### config.mk
export PLATFORM = sky130hd
export DESIGN_NAME = prelu_ram
export DESIGN_NICKNAME = d
export VERILOG_FILES = /design/src/hw/rtl/prelu_ram.sv
export SDC_FILE = /design/constraint.sdc
export NUM_CORES = 1
export LEC_CHECK = 0
export ABC_CLOCK_PERIOD_IN_PS = 4100
export BUFFER_PORTS_ARGS = -buffer_cell sky130_fd_sc_hd__buf_2
export CAP_MARGIN = 10
export CORE_MARGIN = 5
export CORE_UTILIZATION = 60
export CTS_CLUSTER_DIAMETER = 40
export DETAILED_ROUTE_END_ITERATION = 16
export PLACE_DENSITY_LB_ADDON = 0.15
export SYNTH_ARGS = -nofsm -noshare
export SYNTH_HDL_FRONTEND = slang
export SYNTH_SLANG_ARGS = --single-unit
### constraint.sdc
create_clock -name clk -period 4.1 [get_ports clk]
set_input_delay 0.205 -clock clk [delete_from_list [all_inputs] [get_ports clk]]
set_output_delay 0.205 -clock clk [all_outputs]
set_load 0.05 [all_outputs]
### src/hw/rtl/prelu_ram.sv
// Generic single-write, single-read RAM with a registered read port.
module prelu_ram #(
    parameter int WIDTH = 16,
    parameter int DEPTH = 64
) (
    input  logic                                  clk,
    input  logic                                  we,
    input  logic [(DEPTH > 1 ? $clog2(DEPTH) : 1)-1:0] waddr,
    input  logic [WIDTH-1:0]                      wdata,
    input  logic                                  re,
    input  logic [(DEPTH > 1 ? $clog2(DEPTH) : 1)-1:0] raddr,
    output logic [WIDTH-1:0]                      rdata
);

    logic [WIDTH-1:0] mem [DEPTH];

    always_ff @(posedge clk)
    begin
        if (we)
        begin
            mem[waddr] <= wdata;
        end
        if (re)
        begin
            rdata <= mem[raddr];
        end
    end

endmodule

# Yosys cells after proc, flatten, opt, wreduce, memory -nomap -nowiden
# Memory sizes are Yosys's and may differ from the RTL's. A register that Yosys moved wholly into a read port is not among the register bits.
# Cells that the tools add are included.
# totals
mem_bits_rw	1024
elab_cells	3
memories	1
reg_bits	0
latchBits	0
mem_bits_ro	0
out_inout_bits	16
# mem_list
memory	words	word_bits	rd	rd_clocked_by_memory_dff	wr	line_no	rtl
mem	64	16	1	1	1	15	logic [WIDTH-1:0] mem [DEPTH];
# op_classes
n_eq_ne	0
shift	0
mul	0
addsub	0
muxes	2
n_lt_le_gt_ge	0
bitwise	0
n_div	0
n_reduce_logical	0
# ops
operator	count
1-bit two-way mux	2

# Logic depth before layout (Yosys ltp)
# logic_depth
ltp_word	2
ltp_mapped	10
mapped_depth_nobuf	5

# Least setup slack after synthesis
# OpenSTA, ideal clock, no wires.
# synth_path
path_kind	input to register
startpoint	input waddr[3] (netlist bit)
endpoint	memory mem[48][0] (enable)
setup_slack_ns	1.860
cell_stages	4
n_path_buf	1
t_arrival_ns	1.831
path_cell_list	clkbuf_1 > nor2b_1 > nand4b_1 > nor3_1
# synth_rtl
item	line_no	rtl
start, declared	8	input logic [(DEPTH > 1 ? $clog2(DEPTH) : 1)-1:0] waddr,
end, declared	15	
# Straight into the memory's write port.

==> metrics.md <==
| Metric | Value |
|---|---|
| Fin crit share | between 60 and 70% |
| First-pass GRT wire length | between 100000 and 150000 um |
| YS warnings | 0 |
| Syn avg cell area | ~22 sq um |
| Via count | ~19k |
| Post-Syn Instances | 1829 |
| Clock transition at path regs | about 60 ps |
| Critical R2R Capture | rdata[0] |
| Row cnt | between 90 and 100 |
| Die footprint | just over 0.07 sq mm |
| Worst path max stage delay | 700 ps |
| Starting Density | approximately three fifths |
| Post-synthesis net count | 1860 |
| Register area share after synthesis | 77.68% |
| Fin crit period | 2837 ps |
| IO Count | 47 |
| Core area | between 0.06 and 0.07 sq mm |
| Critical Path End Type | flop |
| Crit-path max FO | 66 |
| Hold Path Sink | rdata[8] |
| Reg-to-reg startpoint | mem[23][0] |
| Clk buf depth | 3 |
| Outcome | finished, final reports clean |
| Layout cells sized above 1 | 29.03% |
| Critical path's top delay family | simple AND/OR/NAND/NOR gates |
| FF+latch count, synth | 1040 |
| Initial antenna violation count | 5 |
| Critical path startpoint category | input pin |
| Setup_tns | 0 ps |
| Post-synth EDFFs | approximately 1.0k |
| RSZ-0062 raised after global routing | no |
| Worst Max-Slew Pin Slew | ~1200 ps |
| Crit-path slowest cell | nor2b_1 |
| Clock Skews | ~26 ps |
| Synth Flop Type | edfxtp_1 |
| Grt total ovfl | 0 |
| 1st-iter DRT viols | ~2.2k |
| CP Data Arrival Time | around 3300 ps |
| Ys async rst share | 0% |
| Hold path start | re |
| Flop-to-flop setup slack | around 1800 ps |
| CTS Buf Count | approximately 120 |
| Die width | between 200 and 300 um |
| Synth cell types | 42 |
| Max VDD drop | about 430 uV |
| ANT nets after route | 0 |
| DRT Pass-1 Iters | 9 |
| Die Y | about 270 um |
| Max Cap Viol | 0 |
| Overall routing resource usage | a little over a quarter |
| WL final | 93440 um |
| Required @ worst endpoint | between 4000 and 5000 ps |
| PwrDens | slightly above 500 mW/mm^2 |
| Number of cells on the worst hold path | 1 |
| Hold Buf Count CTS | 0 |
| Pin count of the biggest net entering global routing | 103 |
| Synthesized area | 0.04020 sq mm |
| CTS tree | built |
| CP Class | input pin to flop |
| Cts repair resizes | 0 |
| Fmax | roughly 0.35 GHz |
| Vias in the first global route | roughly 19k |
| # DRC | 0 |
| Final Hold Vio Count | 0 |
| CTS sink cnt | roughly 1.0k |
| Number of nets in the layout | about 2k |
| Slack of the critical path | between 1000 and 1500 ps |
| Wire per inst | approximately 31 um |
| Pre-CTS setup slack | between 500 and 600 ps |
| R2r worst-path depth | 5 |
| Slew HR | between 10% and 20% |
| HPWL after DPL | between 50000 and 60000 um |
| Critical path cell sequence | buf_6 -> buf_4 -> nor2b_1 -> a22oi_1 -> a41oi_1 -> o21ai_0 -> and4_1 |
| Port Buffer Count | 46 |
| Post-CTS setup buffers | 0 |
| Leak | 14.70 nW |
| Clock root buffer | clkbuf_16 |
| Area growth syn-to-layout | 14.14% |
| Htree depth | 3 |
| Worst Hold Class | input pin to flop |
| Max-slew violations | 0 |
| Clock latency on the worst-skew pair | 680 ps |
| Vias per inst | 6.499 |
| GPL Wtd Cong | 0.8595 |
| WP buf/inv | 2 |
| # setup viols final | 0 |
==> cell type report <==
class | instances | area, sq um
clock inverter | 83 | 999.7
sequential | 1040 | 31230
timing repair buffer | 155 | 1161
clock buffer | 135 | 3123
tap | 873 | 1092
antenna | 1 | 2.502
multi-input combinational | 685 | 8279
fill | 4087 | 20910
==> where the power goes <==
part	internal, W	switching [W]
clock	0.00659	0.00424
combinational	0.000390	0.000739
sequential	0.0118	0.0000389
total	0.0188	0.00501
==> kinds of logic (layout without fill, tap and decap cells) <==
logic type	count (synthesis)	count (layout)	synth area share [%]
mux	336	336	15.46
compound gates	129	129	2.400
flops	1040	1040	77.68
buf+inv	104	373	1.824
other cells	0	1	0
simple gates	220	220	2.636
==> registers in the layout (all words and copies together) (netlist names) <==
name,cells
mem,1024
rdata,16
==> synth_stat cells (all sizes together), types with 3 or more instances <==
library cell / count / share of area (%)
a211o: 8 / 0.17
a211oi: 8 / 0.15
a21oi: 17 / 0.21
a221o: 6 / 0.15
a221oi: 16 / 0.35
a22o: 6 / 0.13
a22oi: 39 / 0.73
a311oi: 8 / 0.17
a31oi: 8 / 0.12
a41oi: 5 / 0.11
and4: 5 / 0.11
buf: 77 / 1.6
clkbuf: 27 / 0.27
edfxtp: 1040 / 78
mux2: 27 / 0.76
mux2i: 85 / 2.1
mux4: 224 / 13
nand2: 60 / 0.58
nand2b: 3 / 0.047
nand3: 24 / 0.30
nand4: 12 / 0.19
nor2: 74 / 0.70
nor2b: 30 / 0.47
nor4: 3 / 0.093
o21ai: 8 / 0.10
==> how the worst max path moves through the flow <==
stage | startpoint | to | slack, ps | cells after the start
floorplan | waddr[3] | mem[48][0] | 1860 | 4
global placement | raddr[1] | rdata[2] | 600 | 7
detailed placement | raddr[1] | rdata[2] | 530 | 7
CTS | raddr[1] | rdata[2] | 1290 | 7
global route | raddr[1] | rdata[2] | 1200 | 7
finish | raddr[1] | rdata[10] | 1260 | 7
==> per-stage QoR <==
| stage | utilization [%] | hold WS, ps | total power, W | instances | area [sq um] |
|---|---|---|---|---|---|
| final | 68.69 | 45.49 | 0.02379 | 2972 | 45890 |
| after global routing | 68.69 | 30.65 | 0.02450 | 2971 | 45890 |
| after CTS | 68.66 | 7.718 | 0.02391 | 2970 | 45870 |
| after detailed placement | 62.49 | 722.6 | 0.01319 | 2752 | 41740 |
| after global placement | 62.48 | 727.2 | 0.01316 | 2752 | 41740 |
| after floorplan | - | 303.9 | 0.01270 | 1829 | 40200 |
==> layer usage <==
metal	vias up	wire length (um)	track usage, %	share of wire (%)
met5	-	58	0	0.062
met3	157	7913	5.667	8.5
li1	8079	-	-	-
met4	8	2792	8.277	3.0
met1	10170	37130	38.16	40
met2	907	45540	41.59	49
==> worst register-to-register path, cell delays in order (launching register included) <==
cell and delay, ps:
edfxtp_1 370, mux4_2 470, mux2i_1 490, a22oi_1 270, a31oi_1 340, a311oi_1 100
==> placed cells by master, fill, tap and decap left out, types with 28 or more instances in the layout <==
master / n
edfxtp_1: 1040
mux4_2: 220
clkbuf_16: 123
buf_4: 102
mux2i_1: 85
nor2_1: 67
nand2_1: 59
buf_2: 43
a22oi_1: 39
nor2b_1: 28
Power figures use the tool's default switching activity.
